[src/rtl/gbo_pkg.sv]
// Shared types and constants of the grid boundary outflow cell.
package gbo_pkg;

    localparam int unsigned CFG_IDX_W  = 2;
    localparam int unsigned DIV_STEPS  = 64;
    localparam int unsigned SQRT_STEPS = 32;
    localparam int unsigned CNT_W      = 7;

    localparam logic [31:0] TS_RESET = 32'h0001_0000;
    localparam logic [31:0] MAX32    = 32'hFFFF_FFFF;
    localparam logic [47:0] MAX48    = 48'hFFFF_FFFF_FFFF;

    // Bit positions inside neighbour_flags.
    localparam int unsigned NB_WEST    = 0;
    localparam int unsigned NB_EAST    = 1;
    localparam int unsigned NB_NORTH   = 2;
    localparam int unsigned NB_SOUTH   = 3;
    localparam int unsigned NB_COL_INT = 4;
    localparam int unsigned NB_ROW_INT = 5;

    typedef enum logic [CFG_IDX_W-1:0] {
        REG_TIME_STEP = 2'd0,
        REG_EROSION   = 2'd1,
        REG_TWO_PHASE = 2'd2
    } t_reg;

    typedef enum logic [4:0] {
        OP_NONE, OP_LOAD, OP_SQX, OP_SQY, OP_SQSUM, OP_SQRT_GO, OP_SQRT_GET,
        OP_AREA, OP_QLO, OP_QHI, OP_QSUM, OP_DROPM, OP_DROP_GO, OP_DROP_GET,
        OP_RM1, OP_RM2, OP_RM3, OP_RM4, OP_RM5, OP_FDIV_GO, OP_FDIV_GET, OP_STOT
    } t_op;

    typedef struct packed {
        t_op  op;
        logic phase;
    } t_cmd;

    typedef struct packed {
        logic drain;
        logic erosion_on;
        logic two_phase_on;
        logic ts_zero;
        logic iter_done;
    } t_stat;

    typedef struct packed {
        logic        start;
        logic        sqrt_mode;
        logic [63:0] x;
        logic [31:0] d;
    } t_iter_cmd;

    typedef struct packed {
        logic [31:0]        depth;
        logic signed [31:0] vel_x;
        logic signed [31:0] vel_y;
        logic [31:0]        flow_width;
        logic [31:0]        cell_length;
        logic               is_boundary;
        logic [5:0]         neighbour_flags;
        logic [31:0]        susp_sediment;
        logic [31:0]        susp_concentration;
        logic [31:0]        bed_sediment;
        logic [31:0]        bed_concentration;
        logic               first_of_sweep;
    } t_cell;

    typedef struct packed {
        logic [31:0] new_depth;
        logic        outflowing;
        logic [31:0] cell_outflow;
        logic [31:0] new_susp_sediment;
        logic [31:0] new_bed_sediment;
        logic [31:0] cell_sediment_flux;
        logic [47:0] total_outflow;
        logic [47:0] total_sediment_flux;
    } t_res;

endpackage

[src/rtl/gbo_iter.sv]
// Shared iterative unit: restoring divide (one bit a cycle) and integer square root.
module gbo_iter (
    input  logic                  i_clk,
    input  logic                  i_rst_n,
    input  gbo_pkg::t_iter_cmd    i_cmd,
    output logic                  o_done,
    output logic [63:0]           o_res
);

    logic [63:0]               r_x;
    logic [34:0]               r_rem;
    logic [63:0]               r_res;
    logic [31:0]               r_d;
    logic                      r_sqrt;
    logic                      r_busy;
    logic                      r_done;
    logic [gbo_pkg::CNT_W-1:0] r_cnt;

    logic [34:0] w_sh;
    logic [34:0] w_trial;
    logic        w_ge;

    always_comb begin
        if (r_sqrt) begin
            w_sh    = {r_rem[32:0], r_x[63:62]};
            w_trial = {1'b0, r_res[31:0], 2'b01};
        end else begin
            w_sh    = {2'b00, r_rem[31:0], r_x[63]};
            w_trial = {3'b000, r_d};
        end
        w_ge = (w_sh >= w_trial);
    end

    always_ff @(posedge i_clk) begin
        if (!i_rst_n) begin
            r_busy <= 1'b0;
            r_done <= 1'b0;
            r_cnt  <= '0;
        end else begin
            r_done <= 1'b0;
            if (i_cmd.start) begin
                r_busy <= 1'b1;
                r_cnt  <= i_cmd.sqrt_mode ? gbo_pkg::CNT_W'(gbo_pkg::SQRT_STEPS)
                                          : gbo_pkg::CNT_W'(gbo_pkg::DIV_STEPS);
            end else if (r_busy) begin
                r_cnt <= r_cnt - 1'b1;
                if (r_cnt == gbo_pkg::CNT_W'(1)) begin
                    r_busy <= 1'b0;
                    r_done <= 1'b1;
                end
            end
        end
    end

    always_ff @(posedge i_clk) begin
        if (i_cmd.start) begin
            r_x    <= i_cmd.x;
            r_d    <= i_cmd.d;
            r_sqrt <= i_cmd.sqrt_mode;
            r_rem  <= '0;
            r_res  <= '0;
        end else if (r_busy) begin
            r_rem <= w_ge ? (w_sh - w_trial) : w_sh;
            r_res <= {r_res[62:0], w_ge};
            r_x   <= r_sqrt ? {r_x[61:0], 2'b00} : {r_x[62:0], 1'b0};
        end
    end

    assign o_done = r_done;
    assign o_res  = r_res;

    a_no_restart: assert property (@(posedge i_clk) disable iff (!i_rst_n)
        r_busy |-> !i_cmd.start) else $error("iterative unit restarted while busy");
    a_done_ends_busy: assert property (@(posedge i_clk) disable iff (!i_rst_n)
        r_done |-> !r_busy) else $error("done raised while still busy");
    a_done_after_last: assert property (@(posedge i_clk) disable iff (!i_rst_n)
        r_busy && r_cnt == gbo_pkg::CNT_W'(1) && !i_cmd.start |=> r_done)
        else $error("done missing after last step");

endmodule

[src/rtl/gbo_datapath.sv]
// Datapath: operand registers, shared multiplier, iterative unit and saturating totals.
module gbo_datapath (
    input  logic                  i_clk,
    input  logic                  i_rst_n,
    input  gbo_pkg::t_cmd         i_cmd,
    input  gbo_pkg::t_cell        i_cell,
    input  logic [31:0]           i_time_step,
    input  logic                  i_erosion_on,
    input  logic                  i_two_phase_on,
    output gbo_pkg::t_stat        o_stat,
    output gbo_pkg::t_res         o_res
);

    logic [31:0] r_depth, r_ua, r_va, r_width, r_len;
    logic [31:0] r_ss, r_ssc, r_bl, r_blc;
    logic        r_drain;
    logic [63:0] r_p, r_a, r_b;
    logic [31:0] r_speed, r_q, r_rmv, r_ds, r_ndepth, r_sflux;
    logic [47:0] r_wtot, r_stot;

    logic [31:0]         w_ma, w_mb;
    logic [63:0]         w_prod;
    logic [64:0]         w_hsum;
    logic [31:0]         w_hsat;
    logic [31:0]         w_stock, w_take;
    logic [63:0]         w_iq;
    logic                w_idone;
    logic [31:0]         w_flux;
    logic [32:0]         w_fsum;
    logic [48:0]         w_wsum, w_ssum;
    logic                w_drain;
    logic                w_uneg, w_vneg, w_upos, w_vpos;
    gbo_pkg::t_iter_cmd  w_icmd;

    // Drain test on the incoming cell.
    always_comb begin
        w_uneg  = i_cell.vel_x[31];
        w_vneg  = i_cell.vel_y[31];
        w_upos  = !w_uneg && (|i_cell.vel_x);
        w_vpos  = !w_vneg && (|i_cell.vel_y);
        w_drain = i_cell.is_boundary && (
            (i_cell.neighbour_flags[gbo_pkg::NB_COL_INT] && (
                (i_cell.neighbour_flags[gbo_pkg::NB_WEST] &&
                 !i_cell.neighbour_flags[gbo_pkg::NB_EAST] && w_uneg) ||
                (i_cell.neighbour_flags[gbo_pkg::NB_EAST] &&
                 !i_cell.neighbour_flags[gbo_pkg::NB_WEST] && w_upos))) ||
            (i_cell.neighbour_flags[gbo_pkg::NB_ROW_INT] && (
                (i_cell.neighbour_flags[gbo_pkg::NB_NORTH] &&
                 !i_cell.neighbour_flags[gbo_pkg::NB_SOUTH] && w_vneg) ||
                (i_cell.neighbour_flags[gbo_pkg::NB_SOUTH] &&
                 !i_cell.neighbour_flags[gbo_pkg::NB_NORTH] && w_vpos))));
    end

    // Operand selection of the single 32x32 multiplier.
    always_comb begin
        case (i_cmd.op)
            gbo_pkg::OP_SQX:   begin w_ma = r_ua;         w_mb = r_ua;        end
            gbo_pkg::OP_SQY:   begin w_ma = r_va;         w_mb = r_va;        end
            gbo_pkg::OP_AREA:  begin w_ma = r_depth;      w_mb = r_width;     end
            gbo_pkg::OP_QLO:   begin w_ma = r_p[31:0];    w_mb = r_speed;     end
            gbo_pkg::OP_QHI:   begin w_ma = r_a[63:32];   w_mb = r_speed;     end
            gbo_pkg::OP_DROPM: begin w_ma = r_q;          w_mb = i_time_step; end
            gbo_pkg::OP_RM1:   begin w_ma = i_cmd.phase ? r_blc : r_ssc; w_mb = r_q; end
            gbo_pkg::OP_RM2:   begin w_ma = r_p[31:0];    w_mb = i_time_step; end
            gbo_pkg::OP_RM3:   begin w_ma = r_a[63:32];   w_mb = i_time_step; end
            default:           begin w_ma = '0;           w_mb = '0;          end
        endcase
        w_prod = {32'b0, w_ma} * {32'b0, w_mb};
    end

    // High partial product plus carried low half, saturated to 32 bits; stock take, flux and total sums.
    always_comb begin
        w_hsum  = {1'b0, r_p} + {33'b0, r_b[63:32]};
        w_hsat  = (|w_hsum[64:32]) ? gbo_pkg::MAX32 : w_hsum[31:0];
        w_stock = i_cmd.phase ? r_bl : r_ss;
        w_take  = (w_stock < r_rmv) ? w_stock : r_rmv;
        w_flux  = (|w_iq[63:32]) ? gbo_pkg::MAX32 : w_iq[31:0];
        w_fsum  = {1'b0, r_sflux} + {1'b0, w_flux};
        w_wsum  = {1'b0, r_wtot} + {17'b0, r_q};
        w_ssum  = {1'b0, r_stot} + {17'b0, r_sflux};
    end

    always_comb begin
        w_icmd = '0;
        case (i_cmd.op)
            gbo_pkg::OP_SQRT_GO: begin
                w_icmd.start     = 1'b1;
                w_icmd.sqrt_mode = 1'b1;
                w_icmd.x         = r_a;
            end
            gbo_pkg::OP_DROP_GO: begin
                w_icmd.start = 1'b1;
                w_icmd.x     = r_p;
                w_icmd.d     = (r_len == '0) ? 32'd1 : r_len;
            end
            gbo_pkg::OP_FDIV_GO: begin
                w_icmd.start = 1'b1;
                w_icmd.x     = {16'b0, r_ds, 16'b0};
                w_icmd.d     = i_time_step;
            end
            default: w_icmd = '0;
        endcase
    end

    gbo_iter u_iter (
        .i_clk  (i_clk),
        .i_rst_n(i_rst_n),
        .i_cmd  (w_icmd),
        .o_done (w_idone),
        .o_res  (w_iq)
    );

    always_ff @(posedge i_clk) begin
        case (i_cmd.op)
            gbo_pkg::OP_LOAD: begin
                r_depth  <= i_cell.depth;
                r_ua     <= w_uneg ? (~i_cell.vel_x + 32'd1) : i_cell.vel_x;
                r_va     <= w_vneg ? (~i_cell.vel_y + 32'd1) : i_cell.vel_y;
                r_width  <= i_cell.flow_width;
                r_len    <= i_cell.cell_length;
                r_ss     <= i_cell.susp_sediment;
                r_ssc    <= i_cell.susp_concentration;
                r_bl     <= i_cell.bed_sediment;
                r_blc    <= i_cell.bed_concentration;
                r_drain  <= w_drain;
                r_ndepth <= i_cell.depth;
                r_q      <= '0;
                r_sflux  <= '0;
            end
            gbo_pkg::OP_SQX:   r_p <= w_prod;
            gbo_pkg::OP_SQY: begin
                r_a <= r_p;
                r_p <= w_prod;
            end
            gbo_pkg::OP_SQSUM:    r_a <= r_a + r_p;
            gbo_pkg::OP_SQRT_GET: r_speed <= w_iq[31:0];
            gbo_pkg::OP_AREA:     r_p <= w_prod;
            gbo_pkg::OP_QLO, gbo_pkg::OP_RM2: begin
                r_a <= r_p;
                r_p <= w_prod;
            end
            gbo_pkg::OP_QHI, gbo_pkg::OP_RM3: begin
                r_b <= r_p;
                r_p <= w_prod;
            end
            gbo_pkg::OP_QSUM:  r_q <= w_hsat;
            gbo_pkg::OP_DROPM: r_p <= w_prod;
            gbo_pkg::OP_DROP_GET:
                r_ndepth <= (w_iq >= {32'b0, r_depth}) ? '0 : (r_depth - w_iq[31:0]);
            gbo_pkg::OP_RM1: r_p <= w_prod;
            gbo_pkg::OP_RM4: r_rmv <= w_hsat;
            gbo_pkg::OP_RM5: begin
                r_ds <= w_take;
                if (i_cmd.phase) begin
                    r_bl <= r_bl - w_take;
                end else begin
                    r_ss <= r_ss - w_take;
                end
            end
            gbo_pkg::OP_FDIV_GET:
                r_sflux <= w_fsum[32] ? gbo_pkg::MAX32 : w_fsum[31:0];
            default: ;
        endcase
    end

    // Running totals per sweep.
    always_ff @(posedge i_clk) begin
        if (!i_rst_n) begin
            r_wtot <= '0;
            r_stot <= '0;
        end else begin
            case (i_cmd.op)
                gbo_pkg::OP_LOAD: begin
                    if (i_cell.first_of_sweep) begin
                        r_wtot <= '0;
                        r_stot <= '0;
                    end
                end
                gbo_pkg::OP_DROP_GET:
                    r_wtot <= w_wsum[48] ? gbo_pkg::MAX48 : w_wsum[47:0];
                gbo_pkg::OP_STOT:
                    r_stot <= w_ssum[48] ? gbo_pkg::MAX48 : w_ssum[47:0];
                default: ;
            endcase
        end
    end

    assign o_stat.drain        = r_drain;
    assign o_stat.erosion_on   = i_erosion_on;
    assign o_stat.two_phase_on = i_two_phase_on;
    assign o_stat.ts_zero      = (i_time_step == '0);
    assign o_stat.iter_done    = w_idone;

    assign o_res.new_depth           = r_ndepth;
    assign o_res.outflowing          = r_drain;
    assign o_res.cell_outflow        = r_q;
    assign o_res.new_susp_sediment   = r_ss;
    assign o_res.new_bed_sediment    = r_bl;
    assign o_res.cell_sediment_flux  = r_sflux;
    assign o_res.total_outflow       = r_wtot;
    assign o_res.total_sediment_flux = r_stot;

    a_depth_not_raised: assert property (@(posedge i_clk) disable iff (!i_rst_n)
        i_cmd.op == gbo_pkg::OP_DROP_GET |=> r_ndepth <= r_depth)
        else $error("drainage raised the depth");
    a_stock_not_raised: assert property (@(posedge i_clk) disable iff (!i_rst_n)
        i_cmd.op == gbo_pkg::OP_RM5 && !i_cmd.phase |=> r_ss <= $past(r_ss))
        else $error("suspended stock grew");
    a_total_grows: assert property (@(posedge i_clk) disable iff (!i_rst_n)
        i_cmd.op == gbo_pkg::OP_DROP_GET |=> r_wtot >= $past(r_wtot))
        else $error("water total decreased");

endmodule

[config.mk]
export PLATFORM = sky130hd
export DESIGN_NAME = gbo_datapath
export DESIGN_NICKNAME = d
export VERILOG_FILES = /design/src/rtl/gbo_pkg.sv /design/src/rtl/gbo_iter.sv /design/src/rtl/gbo_datapath.sv
export SDC_FILE = /design/constraint.sdc
export NUM_CORES = 2
export LEC_CHECK = 0
export BUFFER_PORTS_ARGS = -buffer_cell sky130_fd_sc_hd__buf_4
export CAP_MARGIN = 20
export CORE_AREA = 2 2 455 457
export DETAILED_ROUTE_END_ITERATION = 8
export DIE_AREA = 0 0 457 459
export HOLD_SLACK_MARGIN = 0.12
export SYNTH_ARGS = -nofsm -noshare
export SYNTH_HDL_FRONTEND = slang
export SYNTH_HIERARCHICAL = 1
export SYNTH_SLANG_ARGS = --single-unit
[constraint.sdc]
create_clock -name i_clk -period 13.6 [get_ports i_clk]
set_clock_uncertainty 0.05 [all_clocks]
set_input_delay 0.68 -clock i_clk [delete_from_list [all_inputs] [get_ports i_clk]]
set_output_delay 0.68 -clock i_clk [all_outputs]
set_load 0.02 [all_outputs]
After elaboration in Yosys (flattened, before gate mapping)
Cells that the tools add are included.
{"block": "totals", "in_bits": 338, "word_cells": 165, "reg_bits": 972, "out_inout_bits": 262}
{"block": "classes", "addsub": 12, "eq_ne": 25, "n_reduce_logical": 47, "mul": 1, "muxes": 42, "n_lt_le_gt_ge": 3, "bitwise": 4}
{"op": "32-bit one-hot mux with 2 select lines", "count": 6}
{"op": "32-bit two-way mux", "count": 10}
{"op": "32-bit one-hot mux with 7 select lines", "count": 1}
{"op": "64-bit two-way mux", "count": 3}
{"op": "32-bit one-hot mux with 6 select lines", "count": 1}
{"op": "48-bit one-hot mux with 2 select lines", "count": 2}
{"op": "64-bit one-hot mux with 3 select lines", "count": 1}
{"op": "48-bit two-way mux", "count": 3}
{"op": "64-bit one-hot mux with 2 select lines", "count": 1}
{"op": "48-bit by 32-bit adder with 49-bit output", "count": 2}
{"op": "32-bit OR reduction", "count": 3}
{"op": "32-bit subtractor", "count": 3}
{"op": "64-bit by 32-bit adder with 65-bit output", "count": 1}
{"op": "32-bit by 1-bit adder with 32-bit output, second input constant", "count": 2}
{"op": "64-bit adder", "count": 1}
{"op": "64-bit by 32-bit greater-or-equal comparator with 1-bit output", "count": 1}
{"op": "32-bit zero test", "count": 2}
{"op": "32-bit by 32-bit multiplier with 64-bit output", "count": 1}
{"op": "32-bit inverter", "count": 2}
{"op": "31-bit two-way mux", "count": 2}
{"op": "5-bit by 4-bit == test with 1-bit output, second input constant", "count": 8}
{"op": "35-bit by 34-bit greater-or-equal comparator with 1-bit output", "count": 1}
{"op": "35-bit two-way mux", "count": 1}
{"op": "34-bit two-way mux", "count": 1}
{"op": "23 further kinds", "count": 75}

Depth between registers and ports, before layout
{"block": "depth", "ltp_word": 7, "mapped_depth": 42, "ltp_nobuf": 36}

Modules after synthesis
The synthesis kept the hierarchy.
{"module": "gbo_datapath", "cells_per_inst": 8810, "seq_area_each_um2": 21170.3, "area_per_inst_um2": 80734.9, "n_inst": 1}
{"module": "gbo_iter", "cells_per_inst": 1102, "seq_area_each_um2": 5034.8, "area_per_inst_um2": 11063.1, "n_inst": 1}

Worst setup path before layout
Ideal clock, no wire load.
{"block": "synth_path", "kind": "input to register", "start": "in i_cmd[4] (netlist bit)", "end": "reg r_p[61] (data pin)", "path_stages": 36, "path_slack_ns": 2.972, "arrival_time_ns": 10.313, "required_time_ns": 13.285, "cell_sequence": "clkbuf_1 > nor2b_1 > a21oi_1 > nor3_1 > clkbuf_1 > clkbuf_1 > nand2_1 > nand4_1 > clkbuf_1 > nand2_1 > fa_1 > inv_1 > fa_1 > inv_1 > fa_1 > inv_1 > fa_1 > fa_1 > inv_1 > fa_1 > fa_1 > fa_1 > inv_1 > ha_1 > a21o_1 > a21o_1 > a221o_1 > a221o_1 > nand3_1 > o21ai_0 > o211ai_1 > nor2b_1 > o21ai_0 > a41oi_1 > o21ai_0 > xor2_1"}
{"block": "synth_between", "elab_chain_len": 4, "elab_cells_between_ends": 16, "classes_between": "mul: 1; eq/ne: 9; mux: 2; reduce/logical: 4"}
{"element": "start, declared", "line_no": "gbo_datapath.sv:5", "source": "input gbo_pkg::t_cmd i_cmd,"}
{"element": "5-bit == test or 5-bit by 4-bit == test with 1-bit output (tied branches)", "line_no": "gbo_datapath.sv:56", "source": "case (i_cmd.op)"}
{"element": "3-bit OR reduction (no line) or 2-bit OR reduction (tied branches)"}
{"element": "32-bit one-hot mux with 6 select lines or 32-bit one-hot mux with 7 select lines (tied branches)", "line_no": "gbo_datapath.sv:56"}
{"element": "32-bit by 32-bit multiplier with 64-bit output (*)", "line_no": "gbo_datapath.sv:68", "source": "w_prod = {32'b0, w_ma} * {32'b0, w_mb};"}
{"element": "named net w_prod[61]", "line_no": "gbo_datapath.sv:22", "source": "logic [63:0] w_prod;"}
{"element": "end signal, assigned", "line_no": "gbo_datapath.sv:130", "source": "gbo_pkg::OP_SQX: r_p <= w_prod;"}
{"element": "end signal, assigned", "line_no": "gbo_datapath.sv:133", "source": "r_p <= w_prod;"}
{"element": "end signal, assigned", "line_no": "gbo_datapath.sv:137", "source": "gbo_pkg::OP_AREA: r_p <= w_prod;"}
{"element": "end, declared", "line_no": "gbo_datapath.sv:17", "source": "logic [63:0] r_p, r_a, r_b;"}
Mark *: on every way through the listed nets, which the timed path passes. The rest lies on a longest branch.
A chain may end at the register's enable or synchronous reset.

Worst setup path after layout
{"block": "layout_path", "start": "in i_cmd[5] (netlist bit)", "end": "reg r_p[52] (data pin)"}
Same word-level chain as after synthesis.

==> flow_summary.ini <==
[floorplan]
core_region_area_um2 = 206000
ioPinCount = 600
fp.dieH_um = 459
initial_utilization_pct = 44.6
design.die.area_um2 = 210000
rows = 167
die_w_um = 457

[sta]
finalWorstSetupSlack_ns = 2.09
rsz0062_at_grt = no
post-route-period-util_pct = 84.7
setup_viol = 0
finalHoldViolations = 0
slew_viol_final = 0
max-slew-margin-rel_pct = 7.77
tightest_slew_ns = 1.38
fmax_ghz = 0.0868
min_period_ns = 11.51
setup_tns_ns = 0

[pwr]
power_mw = 13.1
peakVddDrop_uv = 134
p_leak_nw = 47.2
p_per_area_nw_per_um2 = 124

[global_routing]
grt_max_degree = 134
grt_overflow = 0
grt_pass1_vias = 79000
grt_pass1_wl_um = 556000
track_usage_pct = 36.7
antenna_found_initial = 40

[layout]
regArea_um2 = 26200
final_area_um2 = 106000
fill_cells = 19100
fin_nets = 12500
syn2layout_area_growth_pct = 15.3
final_layout_size_suffix_gt1_share_pct = 10.9
multi_input_comb_area_um2 = 59200

[route]
first_pass_iters = 8
vias = 80500
wl_per_cell_um = 29.4
vias_per_cell = 6.01
route.final.wire_length_um = 394000
initialDrtViolationCount = 9340
ant_nets = 0
drc_errors = 0

[logic_synthesis]
ys_seq_area_share_pct = 28.5
yosysUniqueCellTypes = 97
syn_avg_cell_area_um2 = 9.26
ys_ff_latch = 940
synth-edff-count = 738
ys_warn_count = 6
synthesis.nets = 11800
syn-cell-area_um2 = 91800
synth_cells = 9912
synthArstFlopShare_pct = 0
synthFlopType = edfxtp_1

[placed_design]
dp_hpwl_um = 311000
postPlaceCellArea_um2 = 99500
io_buffers = 595
preCtsSetupSlack_ns = 1.52
place.gp.congestion = 1.04

[hold_path]
min_to = r_ua[2]
holdPathStages = 2
min_path_type = in -> reg
hp-start = i_cell[234]

[clocking]
numCtsBuffers = 110
cts_tree = done
root_buffer = clkbuf_16
cts_max_path_buffers = 3
post_cts_resized = 0
path_clk_slew_ns = 0.06
cts.sinks = 940
cts_setup_buffers = 0
clock_latency_ns = 0.82
h-tree-depth = 3

[worst_setup_path]
path_common_cell = fa_1
cp-end-kind = register
crit_fanout = 20
critPathMaxStageDelay_ns = 1.10
required_ns = 14.08
r2r_cells = 31
critical_path_class = in -> reg
r2r-end = r_p[52]
arrival_ns = 12.00
r2r-start = r_blc[10]
slowest_stage = and4_1
startpoint_type = input pin
reg2reg_slack_ns = 2.34

[run_status]
status = complete, no violations

[job]
max-cap-violations = 0
[stage by stage]
step | hold slack [ns] | util [%] | std cells
CTS | 0.121 | 51.4 | 13400
floorplan | 0.398 | - | 9912
global route | 0.128 | 51.5 | 13400
detailed placement | 0.423 | 48.4 | 12900
finish | 0.176 | 51.5 | 13400
global placement | 0.413 | 48.3 | 12900
[per-layer routing]
layer  up-vias  part of all wire [%]  GRT usage (%)  wire length (um)
met5         -                 0.039              0               152
met4        22                   7.0           21.8             27400
met3      1082                    11           9.91             43200
met1     39700                    38           46.3            150000
li1      35100                     -              -                 -
met2      4654                    44           56.5            173000
[cells in the mapped netlist (72+ instances only)]
| library cell | count | area [um2] |
|---|---|---|
| mux2i_1 | 201 | 2010 |
| nand2_1 | 1201 | 4510 |
| nand4_1 | 122 | 763 |
| a22oi_1 | 126 | 946 |
| a21o_1 | 247 | 1850 |
| edfxtp_1 | 738 | 22200 |
| clkbuf_1 | 408 | 1530 |
| dfxtp_1 | 202 | 4040 |
| xor2_1 | 146 | 1280 |
| ha_1 | 648 | 8110 |
| fa_1 | 905 | 18100 |
| inv_1 | 1214 | 4560 |
| a21oi_1 | 534 | 2670 |
| nor2_1 | 999 | 3750 |
| xnor2_1 | 262 | 2290 |
| and3_1 | 87 | 544 |
| nand3_1 | 138 | 691 |
| a22o_1 | 72 | 631 |
| nand2b_1 | 79 | 494 |
| o21ai_0 | 490 | 2450 |
[layout make-up]
| type | instances | area share, % |
|---|---|---|
| tap | 2704 | 3.20 |
| antenna | 35 | 0.0827 |
| multi-input combinational | 7256 | 55.9 |
| timing repair buffer | 1048 | 8.09 |
| clock buffer | 134 | 2.74 |
| inverter | 1216 | 4.32 |
| clock inverter | 75 | 0.915 |
| sequential | 940 | 24.8 |
[critical path, delay by kind of cell]
family                   cells  cell delay (ns)
AND/OR/NAND/NOR              8             2.75
AO/OA/AOI/OAI                8             3.32
XOR/XNOR                     1             0.14
buffers and inverters        8             0.87
adder cells (fa/ha/maj)      9             4.20
[logic make-up (layout without fill, tap and decap cells)]
logic type                 Yosys count  after routing  share of synthesized area [%]
and+or+nand+nor                   2994           2994                           14.4
AOI/OAI and AO/OA                 2035           2035                           14.4
buffers and inverters             1716           2473                           7.21
adders and majority gates         1553           1553                           28.6
DFF                                940            940                           28.5
xor gates and xnor gates           408            408                           3.89
muxes                              266            266                           2.99
other                                0             35                              0
[power breakdown]
group	total [mW]	internal, mW	switching (mW)
Clock	3.24	1.88	1.37
Sequential	3.73	3.38	0.341
Combinational	6.15	2.30	3.85
[registers in the layout, indices dropped and copies added, names as in the netlist, 33 cells and up]
signal	flops
r_a	64
r_p	64
u_iter/o_res	64
u_iter/r_x	64
r_stot	48
r_wtot	48
u_iter/r_rem	33
[repair_timing]
action | 4_1_cts | 5_1_grt
hold buffers | 237 | 0
endpoints found under the hold margin | 258 | 0
endpoints found under the setup margin | 0 | 0
[how the worst max path moves through the flow]
stage | startpoint | to | depth (start not counted)
final | i_cmd[5] | r_p[52] | 34
after global routing | i_cmd[5] | r_p[61] | 32
after CTS | i_cmd[5] | r_p[52] | 34
after detailed placement | i_cmd[5] | r_p[62] | 32
after global placement | i_cmd[5] | r_p[61] | 33
after floorplan | i_cmd[4] | r_p[61] | 36
[cells in the final DEF, fill, tap and decap left out, types with 35 or more instances in the layout]
cell           synthesis  final
a211oi_1              51     50
a21o_1               247    247
a21oi_1              534    533
a221oi_1              40     40
a22o_1                72     72
a22oi_1              126    126
a311oi_1              38     38
a31oi_1               60     59
and2_1                41     41
and3_1                87     81
and4_1                40     39
buf_4                 12    799
clkbuf_16              0    111
dfxtp_1              202    201
diode_2                0     35
dlygate4sd3_1          0    237
edfxtp_1             738    738
fa_1                 905    905
ha_1                 648    648
inv_1               1214   1213
mux2_2                65     65
mux2i_1              201    200
nand2_1             1201   1198
nand2b_1              79     79
nand3_1              138    135
nand4_1              122    122
nor2_1               999    988
nor2b_1               56     56
nor3_1                66     61
nor4_1                43     43
o211ai_1              36     36
o21a_1                50     50
o21ai_0              490    489
o21bai_1              55     55
o31ai_1               47     47
or3_1                 38     37
xnor2_1              262    262
xor2_1               146    146
(Power assumes the default switching activity.)
