File: config.mk
export PLATFORM = sky130hd
export DESIGN_NAME = gbo_ctrl
export DESIGN_NICKNAME = d
export VERILOG_FILES = /design/src/rtl/gbo_pkg.sv /design/src/rtl/gbo_ctrl.sv
export SDC_FILE = /design/constraint.sdc
export NUM_CORES = 1
export LEC_CHECK = 0
export BUFFER_PORTS_ARGS = -buffer_cell sky130_fd_sc_hd__buf_2
export CELL_PAD_IN_SITES_DETAIL_PLACEMENT = 1
export CELL_PAD_IN_SITES_GLOBAL_PLACEMENT = 1
export CORE_MARGIN = 2
export CORE_UTILIZATION = 39
export DETAILED_ROUTE_END_ITERATION = 10
export PLACE_DENSITY_LB_ADDON = 0.05
export SETUP_SLACK_MARGIN = 0.3
export SYNTH_ARGS = -nofsm -noshare
export SYNTH_HDL_FRONTEND = slang
export SYNTH_SLANG_ARGS = --single-unit
File: constraint.sdc
create_clock -name i_clk -period 2.2 [get_ports i_clk]
set_input_delay 0.33 -clock i_clk [delete_from_list [all_inputs] [get_ports i_clk]]
set_output_delay 0.33 -clock i_clk [all_outputs]
set_load 0.01 [all_outputs]
File: src/rtl/gbo_pkg.sv
// Shared types and constants of the grid boundary outflow cell.
package gbo_pkg;

    localparam int unsigned CFG_IDX_W  = 2;
    localparam int unsigned DIV_STEPS  = 64;
    localparam int unsigned SQRT_STEPS = 32;
    localparam int unsigned CNT_W      = 7;

    localparam logic [31:0] TS_RESET = 32'h0001_0000;
    localparam logic [31:0] MAX32    = 32'hFFFF_FFFF;
    localparam logic [47:0] MAX48    = 48'hFFFF_FFFF_FFFF;

    // Bit positions inside neighbour_flags.
    localparam int unsigned NB_WEST    = 0;
    localparam int unsigned NB_EAST    = 1;
    localparam int unsigned NB_NORTH   = 2;
    localparam int unsigned NB_SOUTH   = 3;
    localparam int unsigned NB_COL_INT = 4;
    localparam int unsigned NB_ROW_INT = 5;

    typedef enum logic [CFG_IDX_W-1:0] {
        REG_TIME_STEP = 2'd0,
        REG_EROSION   = 2'd1,
        REG_TWO_PHASE = 2'd2
    } t_reg;

    typedef enum logic [4:0] {
        OP_NONE, OP_LOAD, OP_SQX, OP_SQY, OP_SQSUM, OP_SQRT_GO, OP_SQRT_GET,
        OP_AREA, OP_QLO, OP_QHI, OP_QSUM, OP_DROPM, OP_DROP_GO, OP_DROP_GET,
        OP_RM1, OP_RM2, OP_RM3, OP_RM4, OP_RM5, OP_FDIV_GO, OP_FDIV_GET, OP_STOT
    } t_op;

    typedef struct packed {
        t_op  op;
        logic phase;
    } t_cmd;

    typedef struct packed {
        logic drain;
        logic erosion_on;
        logic two_phase_on;
        logic ts_zero;
        logic iter_done;
    } t_stat;

    typedef struct packed {
        logic        start;
        logic        sqrt_mode;
        logic [63:0] x;
        logic [31:0] d;
    } t_iter_cmd;

    typedef struct packed {
        logic [31:0]        depth;
        logic signed [31:0] vel_x;
        logic signed [31:0] vel_y;
        logic [31:0]        flow_width;
        logic [31:0]        cell_length;
        logic               is_boundary;
        logic [5:0]         neighbour_flags;
        logic [31:0]        susp_sediment;
        logic [31:0]        susp_concentration;
        logic [31:0]        bed_sediment;
        logic [31:0]        bed_concentration;
        logic               first_of_sweep;
    } t_cell;

    typedef struct packed {
        logic [31:0] new_depth;
        logic        outflowing;
        logic [31:0] cell_outflow;
        logic [31:0] new_susp_sediment;
        logic [31:0] new_bed_sediment;
        logic [31:0] cell_sediment_flux;
        logic [47:0] total_outflow;
        logic [47:0] total_sediment_flux;
    } t_res;

endpackage

File: src/rtl/gbo_ctrl.sv
// Controller: one-hot sequencer that steps the datapath through one cell.
module gbo_ctrl (
    input  logic            i_clk,
    input  logic            i_rst_n,
    input  logic            i_in_valid,
    input  logic            i_out_free,
    input  gbo_pkg::t_stat  i_stat,
    output logic            o_in_ready,
    output logic            o_out_load,
    output gbo_pkg::t_cmd   o_cmd
);

    typedef enum logic [25:0] {
        S_IDLE      = 26'h0000001,
        S_DECIDE    = 26'h0000002,
        S_SQX       = 26'h0000004,
        S_SQY       = 26'h0000008,
        S_SQSUM     = 26'h0000010,
        S_SQRT_GO   = 26'h0000020,
        S_SQRT_WAIT = 26'h0000040,
        S_SQRT_GET  = 26'h0000080,
        S_AREA      = 26'h0000100,
        S_QLO       = 26'h0000200,
        S_QHI       = 26'h0000400,
        S_QSUM      = 26'h0000800,
        S_DROPM     = 26'h0001000,
        S_DROP_GO   = 26'h0002000,
        S_DROP_WAIT = 26'h0004000,
        S_DROP_GET  = 26'h0008000,
        S_RM1       = 26'h0010000,
        S_RM2       = 26'h0020000,
        S_RM3       = 26'h0040000,
        S_RM4       = 26'h0080000,
        S_RM5       = 26'h0100000,
        S_FDIV_GO   = 26'h0200000,
        S_FDIV_WAIT = 26'h0400000,
        S_FDIV_GET  = 26'h0800000,
        S_STOT      = 26'h1000000,
        S_FIN       = 26'h2000000
    } t_state;

    t_state r_state, n_state;
    logic   r_phase, n_phase;

    always_comb begin
        n_state    = r_state;
        n_phase    = r_phase;
        o_in_ready = 1'b0;
        o_out_load = 1'b0;
        o_cmd.op   = gbo_pkg::OP_NONE;
        o_cmd.phase = r_phase;
        case (r_state)
            S_IDLE: begin
                o_in_ready = 1'b1;
                if (i_in_valid) begin
                    o_cmd.op = gbo_pkg::OP_LOAD;
                    n_state  = S_DECIDE;
                end
            end
            S_DECIDE:    n_state = i_stat.drain ? S_SQX : S_FIN;
            S_SQX:       begin o_cmd.op = gbo_pkg::OP_SQX;     n_state = S_SQY;     end
            S_SQY:       begin o_cmd.op = gbo_pkg::OP_SQY;     n_state = S_SQSUM;   end
            S_SQSUM:     begin o_cmd.op = gbo_pkg::OP_SQSUM;   n_state = S_SQRT_GO; end
            S_SQRT_GO:   begin o_cmd.op = gbo_pkg::OP_SQRT_GO; n_state = S_SQRT_WAIT; end
            S_SQRT_WAIT: if (i_stat.iter_done) n_state = S_SQRT_GET;
            S_SQRT_GET:  begin o_cmd.op = gbo_pkg::OP_SQRT_GET; n_state = S_AREA; end
            S_AREA:      begin o_cmd.op = gbo_pkg::OP_AREA;    n_state = S_QLO;     end
            S_QLO:       begin o_cmd.op = gbo_pkg::OP_QLO;     n_state = S_QHI;     end
            S_QHI:       begin o_cmd.op = gbo_pkg::OP_QHI;     n_state = S_QSUM;    end
            S_QSUM:      begin o_cmd.op = gbo_pkg::OP_QSUM;    n_state = S_DROPM;   end
            S_DROPM:     begin o_cmd.op = gbo_pkg::OP_DROPM;   n_state = S_DROP_GO; end
            S_DROP_GO:   begin o_cmd.op = gbo_pkg::OP_DROP_GO; n_state = S_DROP_WAIT; end
            S_DROP_WAIT: if (i_stat.iter_done) n_state = S_DROP_GET;
            S_DROP_GET: begin
                o_cmd.op = gbo_pkg::OP_DROP_GET;
                n_phase  = 1'b0;
                if (!i_stat.erosion_on) begin
                    n_state = S_FIN;
                end else if (i_stat.ts_zero) begin
                    n_state = S_STOT;
                end else begin
                    n_state = S_RM1;
                end
            end
            S_RM1:       begin o_cmd.op = gbo_pkg::OP_RM1;     n_state = S_RM2;     end
            S_RM2:       begin o_cmd.op = gbo_pkg::OP_RM2;     n_state = S_RM3;     end
            S_RM3:       begin o_cmd.op = gbo_pkg::OP_RM3;     n_state = S_RM4;     end
            S_RM4:       begin o_cmd.op = gbo_pkg::OP_RM4;     n_state = S_RM5;     end
            S_RM5:       begin o_cmd.op = gbo_pkg::OP_RM5;     n_state = S_FDIV_GO; end
            S_FDIV_GO:   begin o_cmd.op = gbo_pkg::OP_FDIV_GO; n_state = S_FDIV_WAIT; end
            S_FDIV_WAIT: if (i_stat.iter_done) n_state = S_FDIV_GET;
            S_FDIV_GET: begin
                o_cmd.op = gbo_pkg::OP_FDIV_GET;
                if (!r_phase && i_stat.two_phase_on) begin
                    n_phase = 1'b1;
                    n_state = S_RM1;
                end else begin
                    n_state = S_STOT;
                end
            end
            S_STOT: begin
                o_cmd.op = gbo_pkg::OP_STOT;
                n_phase  = 1'b0;
                n_state  = S_FIN;
            end
            S_FIN: begin
                if (i_out_free) begin
                    o_out_load = 1'b1;
                    n_state    = S_IDLE;
                end
            end
            default:     n_state = S_IDLE;
        endcase
    end

    always_ff @(posedge i_clk) begin
        if (!i_rst_n) begin
            r_state <= S_IDLE;
            r_phase <= 1'b0;
        end else begin
            r_state <= n_state;
            r_phase <= n_phase;
        end
    end

    a_wait_leaves_on_done: assert property (@(posedge i_clk) disable iff (!i_rst_n)
        r_state == S_DROP_WAIT && i_stat.iter_done |=> r_state == S_DROP_GET)
        else $error("divide result not taken");
    a_bed_only_two_phase: assert property (@(posedge i_clk) disable iff (!i_rst_n)
        r_phase |-> i_stat.two_phase_on && i_stat.erosion_on)
        else $error("bed phase without two-phase mode");
    a_load_from_fin: assert property (@(posedge i_clk) disable iff (!i_rst_n)
        o_out_load |=> r_state == S_IDLE) else $error("result load outside finish");

endmodule
# --- Word level (Yosys, flattened, before mapping) ---
# Cells that the tools add are included.
totals:
  ff_bits: 27
  latch_bits: 0
  ramBits: 0
  romBits: 0
  inputBits: 9
  out_inout_bits: 8
  elab_cells: 57
  memories: 0
classes:
  n_addsub: 0
  n_mul: 0
  div_mod_pow: 0
  magnitude_cmp: 0
  eq_ne: 32
  n_shift: 0
  muxes: 17
  n_bitwise: 0
  reduce_logical: 6
ops:
  columns: ["op", "n"]
  rows:
  - ["$pmux W26 S26", 1]
  - ["$mux W26", 7]
  - ["$pmux W5 S21", 1]
  - ["$mux W25", 2]
  - ["$eq A26 B1 Y1 const B", 1]
  - ["$eq A26 B10 Y1 const B", 1]
  - ["$eq A26 B11 Y1 const B", 1]
  - ["$eq A26 B12 Y1 const B", 1]
  - ["$eq A26 B13 Y1 const B", 1]
  - ["$eq A26 B14 Y1 const B", 1]
  - ["$eq A26 B15 Y1 const B", 1]
  - ["$eq A26 B16 Y1 const B", 1]
  - ["$eq A26 B17 Y1 const B", 1]
  - ["$eq A26 B18 Y1 const B", 1]
  - ["$eq A26 B19 Y1 const B", 1]
  - ["$eq A26 B2 Y1 const B", 1]
  - ["$eq A26 B20 Y1 const B", 1]
  - ["$eq A26 B21 Y1 const B", 1]
  - ["$eq A26 B22 Y1 const B", 1]
  - ["$eq A26 B23 Y1 const B", 1]
  - ["$eq A26 B24 Y1 const B", 1]
  - ["$eq A26 B25 Y1 const B", 1]
  - ["$eq A26 B26 Y1 const B", 1]
  - ["$eq A26 B3 Y1 const B", 1]
  - ["other kinds (15)", 24]

# --- Depth between registers and ports, before layout ---
# Gate-level depths: netlist of the first run.
logic_depth:
  depth_word: 4
  mapped_depth: 9
  ltp_nobuf: 6

# --- Worst setup path after synthesis of the first run ---
# OpenSTA, ideal clock, no wires.
synth_path:
  path_kind: "register to output"
  from: "reg r_state[15]"
  to: "out o_cmd[3] (netlist name)"
  t_arrival_ns: 2.066
  required_ns: 1.870
  setup_slack_ns: -0.196
  stages_incl_launch_ff: 9
  n_path_buf: 2
  path_cell_list: "dfxtp_1 -> clkbuf_1 -> nor4_1 -> nand4_1 -> clkbuf_1 -> or4b_1 -> and2_1 -> nor3b_1 -> nand3_1"
synth_rtl:
  columns: ["element", "line", "rtl"]
  rows:
  - ["start, declared", "gbo_ctrl.sv:42", "t_state r_state, n_state;"]
  - ["start signal, assigned", "gbo_ctrl.sv:121", "r_state <= n_state;"]
  - ["end, declared", "gbo_ctrl.sv:10", "output gbo_pkg::t_cmd o_cmd"]

==> results.yml, run 1 <==
yosys:
  synthArstFlopShare_pct: 0
  synth_most_common_cell: "dfxtp_1"
  synth_top_area_share_pct: 31.7
  syn_area_per_cell_sq_um: 8.08
  synth_fp_nets: 220
  seq_area_frac_synth_pct: 31.7
  syn_area_sq_mm: 0.00171
  synth-main-ff-cell: "dfxtp_1"
  ys_types: 55
  ys_top_cells_by_count: "dfxtp_1, nor2_1, nor3_1, nor4_1, nand2_1"
  synthCells: 211
  synth_edf_count: 0
  yosys_warnings: 0
  synth_top_area_cell: "dfxtp_1"
  synth_seq_cells: 27
  synth_area_leaders: "dfxtp_1, nor4_1, nor2_1"
final_layout:
  drive_above_1_share_pct: 61.0
  diodes: 0
  syn_to_final_growth_pct: 84.2
  fin_nets: 325
timing:
  setup_tns_ns: -13.95
  slew_headroom_pct: 61.7
  clock.fmax_ghz: 0.342
  finalHoldViolations: 0
  slew_violations: 0
  finalSetupViolations: 32
  layout_min_cycle_time_ns: 2.93
  rsz0062_at_grt: "true"
  setup_slack_ns: -0.726
  fin_skew_ns: 0.00470
  worst_slew_pin_slew_ns: 0.574
  hold_slack_ns: 0.322
  fin_crit_sh_pct: 133
clocking:
  cts_hold_buffers: 0
  cts_num_sinks: 27
  cts_buffer_depth: 2
  clkLatencyLatePin_ns: 0.29
  clkTransAtPathRegs_ns: 0.11
  cts_buffers: 3
  cts-root-buf: "clkbuf_8"
  htree_levels: 1
  cts_tree: "yes"
detailed_routing:
  drt_iter0_drc: 175
  dr.pass1.iters: 5
  drt.antenna.violating_nets: 0
  totalWireLength_um: 11100
  drc_errors: 0
  num_vias: 2509
  vias_per_cell: 6.84
  routedWlPerCell_um: 30.3
floorplanning:
  dieHeight_um: 70.1
  die_w_um: 70.1
  io_pins: 17
  start_util_pct: 39.7
  num_rows: 24
  dieArea_sq_mm: 0.00492
  core_region_area_sq_mm: 0.00429
hold_path:
  hold_depth: 2
  holdCritPathClass: "in2reg"
critical_path:
  critical_path.endpoint_type: "output port"
  path_cells: "nor4_4 > nand2_4 > or3_1 > nor3b_1 > nor3b_1 > nand3_1 > buf_2"
  start_kind: "flip-flop"
  crit_family: "simple AND/OR/NAND/NOR gates"
  critPathMaxStageDelay_ns: 0.49
  crit_path_max_fanout: 7
  crit_path_frequent_cell: "nor3b_1"
  cp.arrival_ns: 2.60
  worstRegToRegCells: 12
  crit_required_ns: 1.87
  worst-path-stages: 7
  path_buf_inv: 1
  cp_slowest_cell: "or3_1"
  worstSetupPathType: "reg2out"
global_routing:
  track_usage_pct: 39.7
  grt_max_degree: 15
  grt_overflow_total: 0
  grt_pass1_vias: 2563
  grt_pass1_wl_um: 14600
  antenna_found_initial: 0
job:
  maxCapViolations: 0
power:
  p_switching_mw: 0.817
  seqPwrFrac_pct: 25.9
  clockPowerShare_pct: 15.7
  sw_frac_of_total_pct: 40.1
  power.leakage_nw: 1.30
  power_frac_comb_pct: 58.4
  intPower_mw: 1.22
  irDropWorstVdd_mv: 0.515
  cellPowerDensity_mw_per_mm2: 647
run_status:
  status: "finished, violations left"
  failed_checks: "negative setup slack"
placed_design:
  dpl.hpwl_um: 5470
  routabilityCongestion: 0.986
  numPortBuffers: 16
  preCtsSetupSlack_ns: -0.449
==> power by group through the flow <==
stage	combinational, mW	clock, mW	sequential [mW]
6_report	1.19	0.319	0.527
2_1_floorplan	0.327	0	0.541
3_5_place_dp	0.663	0	0.533
5_1_grt	1.22	0.332	0.527
3_3_place_gp	0.643	0	0.533
4_1_cts	0.977	0.302	0.522
==> routing by layer <==
layer	track usage [%]	wire, um	vias up	share of wire (%)
met5	0	0	-	0
met4	17.1	1160	0	10
met3	7.36	856	96	7.7
met2	71.0	5240	186	47
met1	46.0	3870	1211	35
li1	-	-	1016	-
==> cells in the final DEF, fill, tap and decap left out, types with 3 or more instances in the layout <==
master / synthesis / routed
nor3_4: 0 / 4
buf_12: 0 / 3
buf_4: 2 / 77
nor3_2: 2 / 8
nor3_1: 18 / 8
buf_2: 0 / 13
nor2_2: 0 / 5
and2_1: 4 / 3
dfxtp_2: 0 / 11
buf_6: 1 / 17
xnor2_1: 5 / 5
nand4_1: 7 / 7
inv_1: 3 / 3
nor2_1: 25 / 15
nand3_1: 8 / 6
nand2b_1: 5 / 5
nand2_1: 12 / 10
nor4_4: 1 / 12
nor4_1: 18 / 6
clkbuf_8: 0 / 3
nand4b_1: 4 / 4
dfxtp_1: 27 / 14
nor2_4: 0 / 5
==> per-stage QoR <==
stage          std cells  utilization, %  cell area [sq um]  power (mW)
6_report             367            73.2               3140        2.03
5_1_grt              367            73.2               3140        2.08
4_1_cts              361            68.2               2930        1.80
3_5_place_dp         342            56.2               2410        1.20
3_3_place_gp         342            56.2               2410        1.18
2_1_floorplan        211               -               1790       0.868
==> state kept, by name, summed over array words and instances (netlist names) <==
signal / count
r_state: 26
r_phase: 1
==> cell type report <==
class | count | area (sq um)
inverter | 3 | 11.3
fill | 431 | 1150
tap | 52 | 65.1
sequential | 27 | 562
clock buffer | 4 | 45.0
multi-input combinational | 170 | 1540
timing repair buffer | 111 | 922
==> worst reg2reg max path, cell delays in order (launching register included) <==
cell and delay, ns:
dfxtp_2 0.36, nor4_4 0.47, nand4_1 0.19, buf_6 0.18, or2_4 0.26, buf_6 0.12
buf_6 0.11, buf_6 0.11, o41ai_4 0.30, or3b_4 0.25, buf_12 0.11, buf_12 0.14
nor4b_1 0.07
==> worst paths after layout <==
check        slack [ns]   startpoint     endpoint
max               -0.73  r_state[22]     o_cmd[3]
max reg2reg       -0.57  r_state[12]  r_state[17]
min reg2reg        0.56   r_state[9]  r_state[10]
min                0.32    i_stat[4]   r_state[2]
==> kinds of logic (layout without fill, tap and decap cells) <==
family | after synthesis | in the layout | share of synthesized area, %
compound gates | 23 | 23 | 11.2
xor+xnor | 7 | 7 | 3.60
flops | 27 | 27 | 31.7
simple gates | 140 | 140 | 49.5
buf+inv | 14 | 118 | 4.03
==> repair_timing <==
action / in CTS / in global routing
cloned: 1 / 0
hold endpoints to repair: 0 / 0
resized for setup: 72 / 37
pin swaps: 17 / 22
setup buffers: 14 / 6
endpoints found under the setup margin: 34 / 34
Note: power is estimated with default switching activity, not from simulation.
==> run 2, diff against run 1 <==
--- a/config.mk
+++ b/config.mk
@@ -9,8 +9,9 @@
 export CELL_PAD_IN_SITES_DETAIL_PLACEMENT = 1
 export CELL_PAD_IN_SITES_GLOBAL_PLACEMENT = 1
 export CORE_MARGIN = 2
-export CORE_UTILIZATION = 39
+export CORE_UTILIZATION = 47
 export DETAILED_ROUTE_END_ITERATION = 10
+export GPL_ROUTABILITY_DRIVEN = 1
 export PLACE_DENSITY_LB_ADDON = 0.05
 export SETUP_SLACK_MARGIN = 0.3
 export SYNTH_ARGS = -nofsm -noshare
==> constraint.sdc (replaced) <==
create_clock -name i_clk -period 3.4 [get_ports i_clk]
set_input_delay 0.51 -clock i_clk [delete_from_list [all_inputs] [get_ports i_clk]]
set_output_delay 0.51 -clock i_clk [all_outputs]
set_load 0.01 [all_outputs]
==> run 2 against run 1 <==
  * The flow now finishes without violations
  * Register-to-register slack improved by 0.98 ns
  * Sequential power down 34%
  * Combinational power decreased by 72%
  * Via count shrank 24%
  * Sequential cell count is the same
  * Sequential share of layout area increased by 9.1 points
  * Hold slack gained 0.080 ns
  * Design area down 35%
  * Clock skew is 0.0015 ns lower
==> results.yml, run 2 (synthesis results as in run 1) <==
clocking:
  cts_hold_buffers: 0
  clkTransAtPathRegs_ns: 0.15
  cts_num_sinks: 27
  cts_buffer_depth: 2
  htree_levels: 1
  clkLatencyLatePin_ns: 0.36
  cts-root-buf: "clkbuf_4"
  cts_buffers: 3
  cts_tree: "yes"
timing:
  fin_crit_sh_pct: 92.0
  worst_slew_pin_slew_ns: 0.662
  rsz0062_at_grt: "true"
  setup_tns_ns: 0
  finalHoldViolations: 0
  hold_slack_ns: 0.402
  layout_min_cycle_time_ns: 3.13
  clock.fmax_ghz: 0.320
  slew_headroom_pct: 55.9
  slew_violations: 0
  fin_skew_ns: 0.00318
  finalSetupViolations: 0
run_status:
  status: "finished, final reports clean"
final_layout:
  largest_reg_flops: 26
  fin_nets: 244
  max_flop_register: "r_state"
  n_fill_cell: 439
  multi_input_area_sq_mm: 0.00120
  syn_to_final_growth_pct: 19.3
  post-route-util_pct: 59.6
  largest_registers: "r_state (26), r_phase (1)"
  diodes: 0
  final_cell_area_sq_mm: 0.00203
  final_cell_mix: "nor2_1, dfxtp_1, nor3_1, buf_2, nor4_1"
  ff_latch_area_sq_um: 549
  drive_above_1_share_pct: 27.4
  final_common_cell: "nor2_1"
global_routing:
  grt_pass1_vias: 1744
  grt_overflow_total: 0
  track_usage_pct: 28.7
  grt_max_degree: 17
  grt_pass1_wl_um: 8980
  antenna_found_initial: 0
placed_design:
  numPortBuffers: 16
  place_area_sq_mm: 0.00182
  dpl.hpwl_um: 4340
  routabilityCongestion: 0.996
floorplanning:
  dieHeight_um: 64.2
  io_pins: 17
  dieArea_sq_mm: 0.00413
  num_rows: 21
  core_region_area_sq_mm: 0.00342
  start_util_pct: 49.9
  die_w_um: 64.2
critical_path:
  critical_path.endpoint_type: "output port"
  start_kind: "flip-flop"
  worstRegToRegCells: 7
  worstSetupPathType: "reg2out"
  regToRegSetupSlack_ns: 0.41
  crit_path_max_fanout: 5
  cp.arrival_ns: 2.62
  crit_required_ns: 2.89
power:
  irDropWorstVdd_mv: 0.231
  cellPowerDensity_mw_per_mm2: 410
  power.leakage_nw: 0.788
  p_total_mw: 0.833
detailed_routing:
  drc_errors: 0
  totalWireLength_um: 6420
  num_vias: 1903
  drt.antenna.violating_nets: 0
  routedWlPerCell_um: 22.9
  drt_iter0_drc: 152
  dr.pass1.iters: 4
  vias_per_cell: 6.80
hold_path:
  holdCritPathClass: "in2reg"
  hold_depth: 2
job:
  maxCapViolations: 0
run 2: cell types whose count changed in the layout (fill, tap and decap cells not counted), moves of 5 or more:
cell,change
nor2_1,+9
dfxtp_1,+8
nor3_2,-8
nor2_4,-5
buf_6,-16
nor3_1,+9
nor4_1,+8
buf_4,-65
nor4_4,-9
dfxtp_2,-7
run 2: routing by layer:
layer / up-vias / global-route usage [%] / wire length (um)
met5: - / 0 / 0
met1: 932 / 37.8 / 2640
met3: 25 / 4.58 / 411
met4: 0 / 15.2 / 301
met2: 97 / 44.8 / 3070
li1: 849 / - / -
run 2: path summary, 6_finish.rpt:
path | from | end
worst max-delay path | r_state[13] | o_cmd[3]
worst min-delay path | i_stat[4] | r_state[2]
worst max register to register | r_state[11] | r_state[4]
worst min register to register | r_phase | r_phase
run 2: layout make-up:
class	count	share of cell area, %
flip-flops and latches	27	27.0
repair buffers	30	9.16
clock buffers	4	1.29
inverters	3	0.554
well taps	46	2.83
multi-input cells	170	59.2
run 2: critical path, stage by stage, from the launching register on:
cell     delay, ns
dfxtp_4       0.40
nor4_4        0.35
nand4_1       0.24
buf_6         0.20
or4b_4        0.52
and2_4        0.18
nor3b_1       0.14
nand3_1       0.10
buf_2         0.13
run 2: what timing repair did:
| action | CTS | global route |
|---|---|---|
| pin swaps | 0 | 7 |
| endpoints found under the setup margin | 5 | 5 |
| setup buffers | 0 | 9 |
| resized for setup | 8 | 22 |
| cloned | 0 | 1 |
run 2: where the power goes:
| part | total [mW] | switching [mW] | internal, mW |
|---|---|---|---|
| Sequential | 0.346 | 0.0188 | 0.328 |
| Combinational | 0.332 | 0.201 | 0.131 |
| Clock | 0.154 | 0.108 | 0.0465 |
run 2: metrics by stage:
step	setup WS, ns	std cells
after floorplan	0.824	211
after global placement	0.611	266
after CTS	0.219	270
after detailed placement	0.494	266
after global routing	0.209	280
final	0.272	280
==> run 3, diff against run 2 <==
--- a/config.mk
+++ b/config.mk
@@ -5,7 +5,7 @@
 export SDC_FILE = /design/constraint.sdc
 export NUM_CORES = 1
 export LEC_CHECK = 0
-export BUFFER_PORTS_ARGS = -buffer_cell sky130_fd_sc_hd__buf_2
+export BUFFER_PORTS_ARGS = -buffer_cell sky130_fd_sc_hd__buf_4
 export CELL_PAD_IN_SITES_DETAIL_PLACEMENT = 1
 export CELL_PAD_IN_SITES_GLOBAL_PLACEMENT = 1
 export CORE_MARGIN = 2
@@ -13,6 +13,7 @@
 export DETAILED_ROUTE_END_ITERATION = 10
 export GPL_ROUTABILITY_DRIVEN = 1
 export PLACE_DENSITY_LB_ADDON = 0.05
+export RECOVER_POWER = 25
 export SETUP_SLACK_MARGIN = 0.3
 export SYNTH_ARGS = -nofsm -noshare
 export SYNTH_HDL_FRONTEND = slang
==> run 3 against run 2 <==
  * Die area unchanged
  * Sequential cell count unchanged
  * Clock-buffer cell count decreased by 1
  * Sequential power about the same
  * Register-to-register slack gained 0.02 ns
  * Design area increased by 2.4%
  * Final cell count increased by 1.1%
  * Global-route usage increased by 0.21 points
  * Total power increased by 3.5%
  * Critical endpoint unchanged
  * Highest routed layer unchanged
==> results.yml, run 3 (synthesis results as in run 1) <==
clocking:
  cts_hold_buffers: 0
  clkTransAtPathRegs_ns: 0.13
  cts_num_sinks: 27
  cts_tree: "yes"
  cts_buffers: 3
  cts-root-buf: "clkbuf_4"
  clkLatencyLatePin_ns: 0.37
  htree_levels: 1
  cts_buffer_depth: 2
critical_path:
  crit_family: "simple AND/OR/NAND/NOR gates"
  cp_slowest_cell: "or4_1"
  critPathMaxStageDelay_ns: 0.63
  regToRegSetupSlack_ns: 0.43
  cp.arrival_ns: 2.58
  start_kind: "flip-flop"
  path_buf_inv: 1
  crit_path_max_fanout: 8
  rr_endpoint: "r_state[4]"
  reg2reg_from: "r_state[11]"
  critical_path.endpoint_type: "output port"
  crit_required_ns: 2.89
  worstSetupPathType: "reg2out"
  worstRegToRegCells: 7
  path_cells: "nor3_4 > nand2_1 > or4_1 > and2_4 > nor3b_1 > nand3_1 > buf_4"
timing:
  finalHoldViolations: 0
  rsz0062_at_grt: "true"
  clock.fmax_ghz: 0.324
  finalSetupViolations: 0
  fin_skew_ns: 0.0354
  setup_tns_ns: 0
  layout_min_cycle_time_ns: 3.09
  fin_crit_sh_pct: 90.9
  setup_slack_ns: 0.311
  slew_headroom_pct: 55.9
  slew_violations: 0
  worst_slew_pin_slew_ns: 0.662
job:
  maxCapViolations: 0
floorplanning:
  core_region_area_sq_mm: 0.00342
  dieArea_sq_mm: 0.00413
  die_w_um: 64.2
  start_util_pct: 49.9
  dieHeight_um: 64.2
  num_rows: 21
  io_pins: 17
detailed_routing:
  routedWlPerCell_um: 22.9
  dr.pass1.iters: 4
  num_vias: 1919
  drt.antenna.violating_nets: 0
  drc_errors: 0
  drt_iter0_drc: 137
  totalWireLength_um: 6490
  vias_per_cell: 6.78
final_layout:
  syn_to_final_growth_pct: 22.2
  final_cell_area_sq_mm: 0.00208
  drive_above_1_share_pct: 27.0
  final_cell_mix: "buf_4, nor2_1, dfxtp_1"
  diodes: 0
  largest_reg_flops: 26
  fin_nets: 247
  largest_registers: "r_state (26), r_phase (1)"
  final_common_cell: "buf_4"
  max_flop_register: "r_state"
hold_path:
  min_to: "r_state[2]"
  hold_depth: 2
  holdCritPathClass: "in2reg"
  holdCritStartpoint: "i_stat[4]"
power:
  p_switching_mw: 0.338
  irDropWorstVdd_mv: 0.340
  sw_frac_of_total_pct: 39.2
  intPower_mw: 0.524
  seqPwrFrac_pct: 40.3
  cellPowerDensity_mw_per_mm2: 414
  clockPowerShare_pct: 17.6
  power_frac_comb_pct: 42.1
  power.leakage_nw: 0.796
global_routing:
  grt_max_degree: 17
  track_usage_pct: 28.9
  antenna_found_initial: 0
  grt_overflow_total: 0
  grt_pass1_vias: 1814
  grt_pass1_wl_um: 9130
placed_design:
  place_area_sq_mm: 0.00186
  routabilityCongestion: 0.933
  dpl.hpwl_um: 4320
  numPortBuffers: 16
  preCtsSetupSlack_ns: 0.500
run_status:
  status: "finished, final reports clean"
run 3: area by class of cell:
type,instances,area (sq um)
fill,415,1330
multi-input combinational,170,1190
sequential,27,557
timing repair buffer,33,238
tap,46,57.6
clock buffer,3,22.5
inverter,3,11.3
clock inverter,1,5.00
run 3: stage by stage:
| step | total power [mW] | util [%] | hold slack, ns | cells |
|---|---|---|---|---|
| 6_report | 0.862 | 61.0 | 0.407 | 283 |
| 5_1_grt | 0.900 | 61.0 | 0.406 | 283 |
| 4_1_cts | 0.794 | 57.4 | 0.406 | 272 |
| 3_5_place_dp | 0.623 | 54.3 | 0.524 | 266 |
| 3_3_place_gp | 0.617 | 54.3 | 0.514 | 266 |
| 2_1_floorplan | 0.538 | - | 0.487 | 211 |
run 3: worst register-to-register path, stage by stage (launching register included):
cell	delay [ns]
dfxtp_1	0.44
nor4_4	0.41
clkbuf_1	0.19
nand4b_1	0.17
or4_1	0.66
o41ai_4	0.14
or3b_1	0.62
nor4_1	0.21
run 3: how the worst max path moves through the flow:
stage | startpoint | to | slack [ns] | depth (start not counted)
floorplan | r_state[15] | o_cmd[3] | 0.82 | 8
global placement | r_state[22] | r_state[4] | 0.63 | 6
detailed placement | r_state[22] | o_cmd[5] | 0.50 | 6
CTS | r_state[18] | o_cmd[3] | 0.31 | 7
global route | r_state[20] | o_cmd[3] | 0.17 | 7
finish | r_state[21] | o_cmd[3] | 0.31 | 7
run 3: power by group through the flow:
stage                     logic [mW]  clock network, mW  registers (mW)
after floorplan                0.192                  0           0.346
after global placement         0.270                  0           0.348
after detailed placement       0.274                  0           0.349
after CTS                      0.299              0.149           0.346
after global routing           0.388              0.164           0.349
final                          0.363              0.152           0.347
run 3: repair_timing:
| action | CTS | global route |
|---|---|---|
| gates resized for setup | 12 | 20 |
| setup buffers | 2 | 10 |
| pin swaps | 1 | 6 |
| endpoints found under the setup margin | 4 | 4 |
| cloned | 0 | 1 |
run 3: layer usage:
metal,vias to the layer above,wire length (um),global-route usage (%),share of wire (%)
li1,859,-,-,-
met1,934,2700,36.8,42
met3,38,364,4.75,5.6
met5,-,0,0,0
met2,88,3090,50.7,48
met4,0,342,6.91,5.3
